### src/hw/rtl/bplc_pkg.sv
// Shared types and constants of the button press LED controller.
`timescale 1ns / 1ps

package bplc_pkg;

  // Event reported by the button machine for one tick.
  typedef enum logic [1:0] {
    EvNone    = 2'd0,
    EvShort   = 2'd1,
    EvLong    = 2'd2,
    EvRelease = 2'd3
  } press_event_e;

  // Mode of the LED machine.
  typedef enum logic [1:0] {
    ModeOff   = 2'd0,
    ModeOn    = 2'd1,
    ModeBlink = 2'd2
  } lamp_mode_e;

  // Configuration register indexes, taken from paddr[3:2].
  typedef enum logic [1:0] {
    RegDebounce  = 2'd0,
    RegLongPress = 2'd1,
    RegBlinkHalf = 2'd2
  } reg_index_e;

  localparam int unsigned CountWidth = 16;
  localparam int unsigned AddrWidth  = 4;
  localparam int unsigned DataWidth  = 32;

  localparam logic [CountWidth-1:0] DebounceReset  = 16'd20;
  localparam logic [CountWidth-1:0] LongPressReset = 16'd2000;
  localparam logic [CountWidth-1:0] BlinkHalfReset = 16'd330;

endpackage

### src/hw/rtl/button_press_led_controller_unit.sv
// Button debounce, long-press detector and LED mode controller, top level.
`timescale 1ns / 1ps

// Channel     | Direction | Handshake               | Payload
// ------------+-----------+-------------------------+--------------------------------------
// input tick  | in        | in_valid_i / in_stall_o | raw_pressed_i
// result      | out       | out_valid_o/out_stall_i | press_event_o, led_drive_o,
//             |           |                         | led_mode_o, level_indicator_o
// config      | in        | APB psel/penable/pready | paddr, pwdata, prdata
//
// For every tick, the button machine, the LED machine and the blink timer are
// evaluated in one short pass of logic from the state registers, and the result
// lands in the output register at the edge that accepts the tick.
// A new tick is accepted in every cycle while the output register is empty or is
// being drained in the same cycle, so the sustained rate is one tick per cycle.
// When the result is stalled, in_stall_o is raised and the state is held.
// Reset (rst_ni low) returns the machines to idle and off, clears all counters
// and loads the default thresholds of 20, 2000 and 330 ticks.

module button_press_led_controller_unit (
  input  logic                                clk_i,
  input  logic                                rst_ni,
  // Input tick channel.
  input  logic                                in_valid_i,
  output logic                                in_stall_o,
  input  logic                                raw_pressed_i,
  // Result channel.
  output logic                                out_valid_o,
  input  logic                                out_stall_i,
  output bplc_pkg::press_event_e              press_event_o,
  output logic                                led_drive_o,
  output bplc_pkg::lamp_mode_e                led_mode_o,
  output logic                                level_indicator_o,
  // Configuration port.
  input  logic                                psel,
  input  logic                                penable,
  input  logic                                pwrite,
  input  logic [bplc_pkg::AddrWidth-1:0]      paddr,
  input  logic [bplc_pkg::DataWidth-1:0]      pwdata,
  output logic [bplc_pkg::DataWidth-1:0]      prdata,
  output logic                                pready
);

  import bplc_pkg::*;

  // Phases of the button machine.
  typedef enum logic [1:0] {
    PhIdle     = 2'd0,
    PhDebounce = 2'd1,
    PhPressed  = 2'd2,
    PhLong     = 2'd3
  } phase_e;

  // Configuration registers.
  logic [CountWidth-1:0] debounce_ticks_q;
  logic [CountWidth-1:0] long_press_ticks_q;
  logic [CountWidth-1:0] blink_half_q;

  // Machine state.
  phase_e                phase_q, phase_d;
  logic [CountWidth-1:0] debounce_cnt_q, debounce_cnt_d;
  logic [CountWidth-1:0] press_cnt_q, press_cnt_d;
  lamp_mode_e            mode_q, mode_d;
  logic [CountWidth-1:0] blink_cnt_q, blink_cnt_d;
  logic                  blink_phase_q, blink_phase_d;
  logic                  lamp_level_q, lamp_level_d;

  // Result register.
  logic                  out_valid_q;
  press_event_e          event_q;
  logic                  led_drive_q;
  lamp_mode_e            led_mode_q;
  logic                  level_q;

  press_event_e          event_d;
  logic [CountWidth-1:0] blink_base;
  logic                  in_accept;
  logic                  cfg_write;
  reg_index_e            cfg_index;

  // A tick may enter whenever the result register is free or drains this cycle.
  assign in_stall_o = out_valid_q && out_stall_i;
  assign in_accept  = in_valid_i && !in_stall_o;

  assign pready    = 1'b1;
  assign cfg_write = psel && penable && pwrite && pready;
  assign cfg_index = reg_index_e'(paddr[3:2]);

  always_comb begin
    unique case (cfg_index)
      RegDebounce:  prdata = {{(DataWidth-CountWidth){1'b0}}, debounce_ticks_q};
      RegLongPress: prdata = {{(DataWidth-CountWidth){1'b0}}, long_press_ticks_q};
      RegBlinkHalf: prdata = {{(DataWidth-CountWidth){1'b0}}, blink_half_q};
      default:      prdata = '0;
    endcase
  end

  // Button machine. The debounce count is advanced before the level is
  // checked, and the press count only while the button stays down.
  always_comb begin
    phase_d        = phase_q;
    debounce_cnt_d = debounce_cnt_q;
    press_cnt_d    = press_cnt_q;
    event_d        = EvNone;
    unique case (phase_q)
      PhIdle: begin
        if (raw_pressed_i) begin
          phase_d        = PhDebounce;
          debounce_cnt_d = '0;
        end
      end
      PhDebounce: begin
        debounce_cnt_d = debounce_cnt_q + 16'd1;
        if (!raw_pressed_i) begin
          phase_d = PhIdle;
        end else if (debounce_cnt_d >= debounce_ticks_q) begin
          phase_d     = PhPressed;
          press_cnt_d = '0;
        end
      end
      PhPressed: begin
        if (!raw_pressed_i) begin
          event_d = EvShort;
          phase_d = PhIdle;
        end else begin
          press_cnt_d = press_cnt_q + 16'd1;
          if (press_cnt_d >= long_press_ticks_q) begin
            event_d = EvLong;
            phase_d = PhLong;
          end
        end
      end
      PhLong: begin
        if (!raw_pressed_i) begin
          event_d = EvRelease;
          phase_d = PhIdle;
        end
      end
      default: begin
        phase_d = PhIdle;
      end
    endcase
  end

  // LED machine, then the blink timer, which sees the mode left by the event.
  // A short press while blinking turns the LED off but keeps the blink phase.
  always_comb begin
    mode_d        = mode_q;
    lamp_level_d  = lamp_level_q;
    blink_phase_d = blink_phase_q;
    blink_base    = blink_cnt_q;
    case (event_d)
      EvShort: begin
        if (mode_q == ModeOff) begin
          mode_d       = ModeOn;
          lamp_level_d = 1'b1;
        end else begin
          mode_d       = ModeOff;
          lamp_level_d = 1'b0;
        end
      end
      EvLong: begin
        mode_d        = ModeBlink;
        blink_base    = '0;
        blink_phase_d = 1'b1;
        lamp_level_d  = 1'b1;
      end
      default: begin
      end
    endcase

    blink_cnt_d = blink_base;
    if (mode_d == ModeBlink) begin
      blink_cnt_d = blink_base + 16'd1;
      if (blink_cnt_d >= blink_half_q) begin
        blink_cnt_d   = '0;
        blink_phase_d = !blink_phase_d;
        lamp_level_d  = blink_phase_d;
      end
    end
  end

  // Configuration registers; a write beyond the list is ignored.
  always_ff @(posedge clk_i or negedge rst_ni) begin
    if (!rst_ni) begin
      debounce_ticks_q   <= DebounceReset;
      long_press_ticks_q <= LongPressReset;
      blink_half_q       <= BlinkHalfReset;
    end else if (cfg_write) begin
      unique case (cfg_index)
        RegDebounce:  debounce_ticks_q   <= pwdata[CountWidth-1:0];
        RegLongPress: long_press_ticks_q <= pwdata[CountWidth-1:0];
        RegBlinkHalf: blink_half_q       <= pwdata[CountWidth-1:0];
        default: begin
        end
      endcase
    end
  end

  // Machine state advances only on an accepted tick.
  always_ff @(posedge clk_i or negedge rst_ni) begin
    if (!rst_ni) begin
      phase_q        <= PhIdle;
      debounce_cnt_q <= '0;
      press_cnt_q    <= '0;
      mode_q         <= ModeOff;
      blink_cnt_q    <= '0;
      blink_phase_q  <= 1'b0;
      lamp_level_q   <= 1'b0;
    end else if (in_accept) begin
      phase_q        <= phase_d;
      debounce_cnt_q <= debounce_cnt_d;
      press_cnt_q    <= press_cnt_d;
      mode_q         <= mode_d;
      blink_cnt_q    <= blink_cnt_d;
      blink_phase_q  <= blink_phase_d;
      lamp_level_q   <= lamp_level_d;
    end
  end

  // Result register: filled by an accepted tick, emptied by a transfer.
  always_ff @(posedge clk_i or negedge rst_ni) begin
    if (!rst_ni) begin
      out_valid_q <= 1'b0;
    end else begin
      out_valid_q <= in_accept || (out_valid_q && out_stall_i);
    end
  end

  always_ff @(posedge clk_i) begin
    if (in_accept) begin
      event_q     <= event_d;
      led_drive_q <= lamp_level_d;
      led_mode_q  <= mode_d;
      level_q     <= raw_pressed_i;
    end
  end

  assign out_valid_o       = out_valid_q;
  assign press_event_o     = event_q;
  assign led_drive_o       = led_drive_q;
  assign led_mode_o        = led_mode_q;
  assign level_indicator_o = level_q;

  // An accepted tick always leaves a result waiting in the next cycle.
  assert property (@(posedge clk_i) disable iff (!rst_ni)
    in_accept |=> out_valid_q)
    else $error("accepted tick produced no result");

  // The LED is dark when off and lit when steadily on.
  assert property (@(posedge clk_i) disable iff (!rst_ni)
    (mode_q == ModeOff |-> !lamp_level_q) and (mode_q == ModeOn |-> lamp_level_q))
    else $error("LED level disagrees with its mode");

  // A reported long press always comes with blink mode.
  assert property (@(posedge clk_i) disable iff (!rst_ni)
    (out_valid_q && event_q == EvLong) |-> led_mode_q == ModeBlink)
    else $error("long press reported outside blink mode");

  // After a long press the button machine can only return to idle.
  assert property (@(posedge clk_i) disable iff (!rst_ni)
    (in_accept && phase_q == PhLong && phase_d != PhLong) |-> phase_d == PhIdle)
    else $error("button machine left the long phase wrongly");

endmodule
### config.mk
export PLATFORM = sky130hd
export DESIGN_NAME = button_press_led_controller_unit
export DESIGN_NICKNAME = d
export VERILOG_FILES = /design/src/hw/rtl/bplc_pkg.sv /design/src/hw/rtl/button_press_led_controller_unit.sv
export SDC_FILE = /design/constraint.sdc
export NUM_CORES = 1
export LEC_CHECK = 0
export BUFFER_PORTS_ARGS = -buffer_cell sky130_fd_sc_hd__buf_2
export CORE_ASPECT_RATIO = 1.75
export CORE_MARGIN = 2
export CORE_UTILIZATION = 30
export CTS_CLUSTER_SIZE = 12
export DETAILED_ROUTE_END_ITERATION = 12
export HOLD_SLACK_MARGIN = 0.12
export MAX_ROUTING_LAYER = met4
export PLACE_DENSITY = 0.46
export SYNTH_ARGS = -nofsm -noshare
export SYNTH_HDL_FRONTEND = slang
export SYNTH_SLANG_ARGS = --single-unit
### constraint.sdc
create_clock -name clk_i -period 6.2 [get_ports clk_i]
set_input_delay 0.62 -clock clk_i [delete_from_list [all_inputs] [get_ports clk_i]]
set_output_delay 0.62 -clock clk_i [all_outputs]
set_load 0.03 [all_outputs]
# Yosys cells after proc, flatten, opt, wreduce, memory -nomap -nowiden
# Cells that the tools add are included.
# word_totals
elab_cells	84
ff_bits	109
output_inout_bits	41
input_bits	44
# op_classes
n_lt_le_gt_ge	3
eq_ne	15
n_reduce_logical	18
add_sub_neg	3
muxes	30
# ops
cell	count
$mux 16	7
$pmux 16 s2	2
$add 16x1->16 const B	3
$ge 16x16->1	3
$pmux 16 s3	1
$mux 2	9
$eq 2x2->1 const B	5
$ne 2x2->1 const B	5
$reduce_and 5->1	2
$pmux 2 s2	2
$pmux 2 s4	1
$mux 1	7
$eq 2x1->1 const B	3
$logic_not 2->1	3
$ne 3x3->1 const B	2
$reduce_and 2->1	3
$logic_and 1x1->1	4
$reduce_bool 2->1	2
$reduce_and 3->1	1
$logic_not 1->1	2
$pmux 1 s2	1
$logic_or 1x1->1	1

# Depth between registers and ports, before layout
# depth
word_depth	11
ltp_mapped	28
ltp_nobuf	27

# Least setup slack after synthesis
# Ideal clock, no wire load.
# synth_timing
path_kind	flip-flop to flip-flop
start	register press_cnt_q[0]
end	register led_drive_q, in the netlist led_drive_o, data pin
required_ns	5.940
path_slack_ns	0.902
period_less_slack_ns	5.298
path_stages_with_launch	29
n_path_buf	1
arrival_ns	5.038
setup_ns	0.260
path_cell_list	dfrtp_1 -> ha_1 -> nand3_2 -> nor2_4 -> and3_1 -> buf_6 -> and3_4 -> nand3_4 -> xnor2_1 -> ha_1 -> o21ai_0 -> o21ai_0 -> o2111a_1 -> o31ai_1 -> inv_1 -> ha_1 -> nand2b_1 -> nor4_4 -> nand4_1 -> xor2_1 -> nor2_1 -> ha_1 -> nand2_1 -> o21ai_0 -> a211oi_1 -> a31oi_2 -> nand2_1 -> nor2_1 -> a21oi_1
# synth_between
elab_chain_cells	11
# synth_rtl
item	line	text
start, declared	button_press_led_controller_unit.sv:62	logic [CountWidth-1:0] press_cnt_q, press_cnt_d;
start signal, assigned	button_press_led_controller_unit.sv:213	press_cnt_q <= press_cnt_d;
$add 16x1->16 *	button_press_led_controller_unit.sv:126	press_cnt_d = press_cnt_q + 16'd1;
$ge 16x16->1 *	button_press_led_controller_unit.sv:127	if (press_cnt_d >= long_press_ticks_q) begin
$mux 2 *	button_press_led_controller_unit.sv:127	
$mux 2 *	button_press_led_controller_unit.sv:122	if (!raw_pressed_i) begin
$pmux 2 s2 *	button_press_led_controller_unit.sv:105	unique case (phase_q)
net event_d[1]	button_press_led_controller_unit.sv:75	press_event_e event_d;
$eq 2x2->1	button_press_led_controller_unit.sv:152	case (event_d)
$mux 16	button_press_led_controller_unit.sv:152	
$add 16x1->16	button_press_led_controller_unit.sv:174	blink_cnt_d = blink_base + 16'd1;
$ge 16x16->1	button_press_led_controller_unit.sv:175	if (blink_cnt_d >= blink_half_q) begin
$mux 1	button_press_led_controller_unit.sv:175	
$mux 1 *	button_press_led_controller_unit.sv:173	if (mode_d == ModeBlink) begin
net lamp_level_d	button_press_led_controller_unit.sv:66	logic lamp_level_q, lamp_level_d;
end signal, assigned	button_press_led_controller_unit.sv:233	led_drive_q <= lamp_level_d;
end, declared	button_press_led_controller_unit.sv:71	logic led_drive_q;
# Mark *: on every way through the listed nets, which the timed path passes. The rest lies on a longest branch.
# A chain may end at the register's enable or synchronous reset.

# Worst setup path after layout
# layout_timing
start	register press_cnt_q[0]
end	register blink_cnt_q[7]
# layout_between
elab_chain_cells	11
# layout_rtl
item	line	text
$add 16x1->16 *	button_press_led_controller_unit.sv:126	
$ge 16x16->1 *	button_press_led_controller_unit.sv:127	
$mux 2 *	button_press_led_controller_unit.sv:127	
$mux 2 *	button_press_led_controller_unit.sv:122	
$pmux 2 s2 *	button_press_led_controller_unit.sv:105	
net event_d[1]	button_press_led_controller_unit.sv:75	
$eq 2x2->1	button_press_led_controller_unit.sv:152	
$mux 16	button_press_led_controller_unit.sv:152	
$add 16x1->16	button_press_led_controller_unit.sv:174	
$ge 16x16->1	button_press_led_controller_unit.sv:175	
$mux 16	button_press_led_controller_unit.sv:175	
$mux 16 *	button_press_led_controller_unit.sv:173	
end signal, assigned	button_press_led_controller_unit.sv:215	blink_cnt_q <= blink_cnt_d;
end, declared	button_press_led_controller_unit.sv:64	logic [CountWidth-1:0] blink_cnt_q, blink_cnt_d;
# Marks and branches as above.

==> metrics.md <==
| Metric | Value |
|---|---|
| Via count | 5328 |
| Synth top area share | 32.96% |
| Most frequent cells in the layout | nand2_1 (92), dfrtp_1 (90), o21ai_0 (85), inv_1 (56), ha_1 (52) |
| Vias in the first global route | 5346 |
| First-pass GRT wire length | between 20000 and 30000 um |
| Area grow syn2layout | 12.30% |
| Dominant cell type by area after synthesis | dfrtp_1 |
| Vias per std cell | 4.884 |
| # hold bufs at CTS | 0 |
| Final setup vio count | 0 |
| Initial antenna violation count | 0 |
| Reg clk slew, reported paths | 0.08 ns |
| Worst-skew pair later-pin latency | 0.36 ns |
| Leak | 3.697 nW |
| DRT iter0 DRCs | 183 |
| Max Clk Rate | 174.7 MHz |
| Top FF cell, synth | dfrtp_1 |
| Sw Pwr | between 600 and 700 uW |
| Core area | about 0.023 sq mm |
| Finished Layout Cells | 1091 |
| Register area | 0.002774 sq mm |
| Startpoint types | register |
| Post-route ant nets | 0 |
| Slew headroom | 25.48% |
| Xor-xnor portion of the synthesized cell area | 5.578% |
| CTS Buf Count | 9 |
| Worst-margin pin slew | ~1.1 ns |
| Initial core utilization | 30.50% |
| I/O Pins | 85 |
| Final hold vios | 0 |
| Ys async rst share | 94.50% |
| Post-synthesis sequential area ratio | 40.13% |
| Fill cell count | 2436 |
| Final wirelength | approximately 18000 um |
| Number of max-cap violations | 0 |
| Layout cell share with drive strength beyond 1 | 17.07% |
| Gate Count Post-Synth | about 750 |
| Simple-gate share of the synthesized area | 15.99% |
| Ant. Diodes | 0 |
| Nets | 882 |
| Total grt overflow | 0 |
| CTS max path bufs | 2 |
| GPL Wtd Cong | approximately 0.86 |
| Wirelength per Cell | 16.51 um |
| Die ar. | 0.02431 sq mm |
| Crit path time final | approximately 5.7 ns |
| Largest family of logic cells by synthesized area | simple AND/OR/NAND/NOR gates |
| CP max-delay cell | dfrtp_2 |
| Worst VDD drop | roughly 0.00012 V |
| WP buf/inv | 4 |
| Pre-antenna DRT Iters | 6 |
| CP top delay family | simple AND/OR/NAND/NOR gates |
| Commonest non-fill, non-tap cell in the layout | nand2_1 |
| Dpl cells | about 1100 |
| Power Internal | 1.273 mW |
| Power Dens Cells | 244.5 mW/mm^2 |
| Most frequent CP cell | ha_1 |
| Netlist cell types | 67 |
| Crit-path max FO | 6 |
| Crit path capture type | register |
| Placed wire-length estimate | 13690 um |
| Adder-Cell Fraction of Synth Area | 9.417% |
| Num Clock Sinks | approximately 110 |
| Setup TNS | 0 ns |
| Clock skew | 0.01082 ns |
| Multiplexer share of the synthesized area | 5.723% |
| Status | complete, no violations |
| Flops & latches, synth | 109 |
| Synth warn | 0 |
| Critical Path AT | 6.02 ns |
| Flop2flop setup slack | around 0.48 ns |
| Comb pwr share | 22.5% |
| CP required | between 6 and 7 ns |
| Area of the multi-input gates | between 0.003 and 0.004 sq mm |
| HP Class | in -> async |
| Crit Path Class | reg -> reg |
| Die Ht | ~200 um |
| Final-report max-slew violation count | 0 |
| Root Driver | clkbuf_16 |
| EDFF count, synth | 6 |
| Largest net degree at the start of global routing | 70 |
| Switching share of power | 32.90% |
| DR DRC count | 0 |
| DIE WIDTH | between 100 and 150 um |
| Std cell rows | 73 |
| Global-route usage over all layers | 15.96% |
| Sequential power share | 46.6% |
| Period utilization | 92.30% |
| Synth Area in Compound Gates | 15.76% |
| Syn Area/Cell | 9.274 sq um |
| Clk pwr share | approximately 31% |
| TritonCTS clock tree | done |
| H-tree levels | 3 |
| Synth area leaders | dfrtp_1 (33%), ha_1 (9.4%), o21ai_0 (6.2%) |
| Mapped cell area | 0.006909 sq mm |
| PortBufs | 49 |
| CP peak stage delay | 0.41 ns |
==> worst reg2reg max path, delay by kind of cell, from the launching register on <==
family | cells | cell delay, ns
simple gates | 10 | 1.87
xor+xnor | 2 | 0.42
flops | 1 | 0.41
buf+inv | 4 | 0.55
fa+ha+maj | 4 | 1.03
compound gates | 9 | 1.39
==> per-layer routing <==
layer | track usage (%) | routed length [um]
met1 | 17.17 | 7152
met2 | 29.95 | 10140
met3 | 1.476 | 323
met4 | 6.165 | 395
met5 | - | 0
==> cell type report <==
cell class              count  area share [%]
repair buffers             64           4.644
clock buffers              11           3.258
clock inverters             5          0.5322
well taps                 300           4.838
inverters                  56           2.709
multi-input cells         546           48.27
flip-flops and latches    109           35.75
==> path summary, 6_finish.rpt <==
kind | from | endpoint | depth (start not counted)
min reg2reg | blink_cnt_q[11] | blink_cnt_q[11] | 1
max | press_cnt_q[0] | blink_cnt_q[7] | 29
min | rst_ni | press_cnt_q[12] | 1
max in group asynchronous | rst_ni | phase_q[0] | 2
min in group clk_i | in_valid_i | out_valid_o | 2
max reg2reg | press_cnt_q[0] | blink_cnt_q[7] | 29
==> repair_timing <==
action                     in CTS  in global routing
hold endpoints to repair        0                  0
setup buffers                   0                  2
gates resized for setup         0                  9
setup endpoints to repair       0                 16
==> logic make-up after synthesis <==
family                     Yosys count
DFF                                109
AOI/OAI and AO/OA                  175
xor gates and xnor gates            44
other                                2
and+or+nand+nor                    221
adders and majority gates           52
muxes                               37
buffers and inverters              105
==> synth_stat cells (8+ instances only) <==
library cell   n
mux2_2        20
xor2_1        24
nand4_1       10
and3_1        12
ha_1          52
mux2i_1       17
clkbuf_1      20
dfstp_2       12
xnor2_1       20
a22o_1        17
o21ai_0       85
a21o_1         8
inv_1         56
a21oi_1       23
buf_4         19
nor2_1        46
dfrtp_1       91
nand2b_1       8
a31oi_1        9
nand3_1       18
nand2_1       92
==> through the flow <==
stage          worst slack [ns]  instance area, sq um  total power [mW]  util [%]  hold WS, ns
3_3_place_gp             0.1372                  7402             1.328     32.68       0.4879
4_1_cts                  0.1219                  7696             1.932     33.98       0.2436
2_1_floorplan            0.9017                  6965             1.189         -       0.3244
5_1_grt                -0.03316                  7759             2.024     34.25       0.2618
3_5_place_dp             0.1529                  7402             1.334     32.68       0.4932
6_report                 0.4773                  7759             1.897     34.25       0.2297
==> sequential cells by signal, summed over array words and instances (netlist names) <==
register            count
long_press_ticks_q     16
press_event_o           2
out_valid_o             1
debounce_cnt_q         16
led_drive_o             1
press_cnt_q            16
blink_cnt_q            16
blink_phase_q           1
debounce_ticks_q       16
blink_half_q           16
led_mode_o              2
mode_q                  2
phase_q                 2
lamp_level_q            1
level_indicator_o       1
==> power groups by stage <==
stage	Combinational (mW)	Clock, mW	Sequential [mW]
after CTS	0.438	0.609	0.885
after global routing	0.489	0.636	0.899
final	0.427	0.587	0.883
after global placement	0.432	0	0.896
after floorplan	0.307	0	0.882
after detailed placement	0.435	0	0.898
No activity file was read; power rests on OpenSTA's default activity.
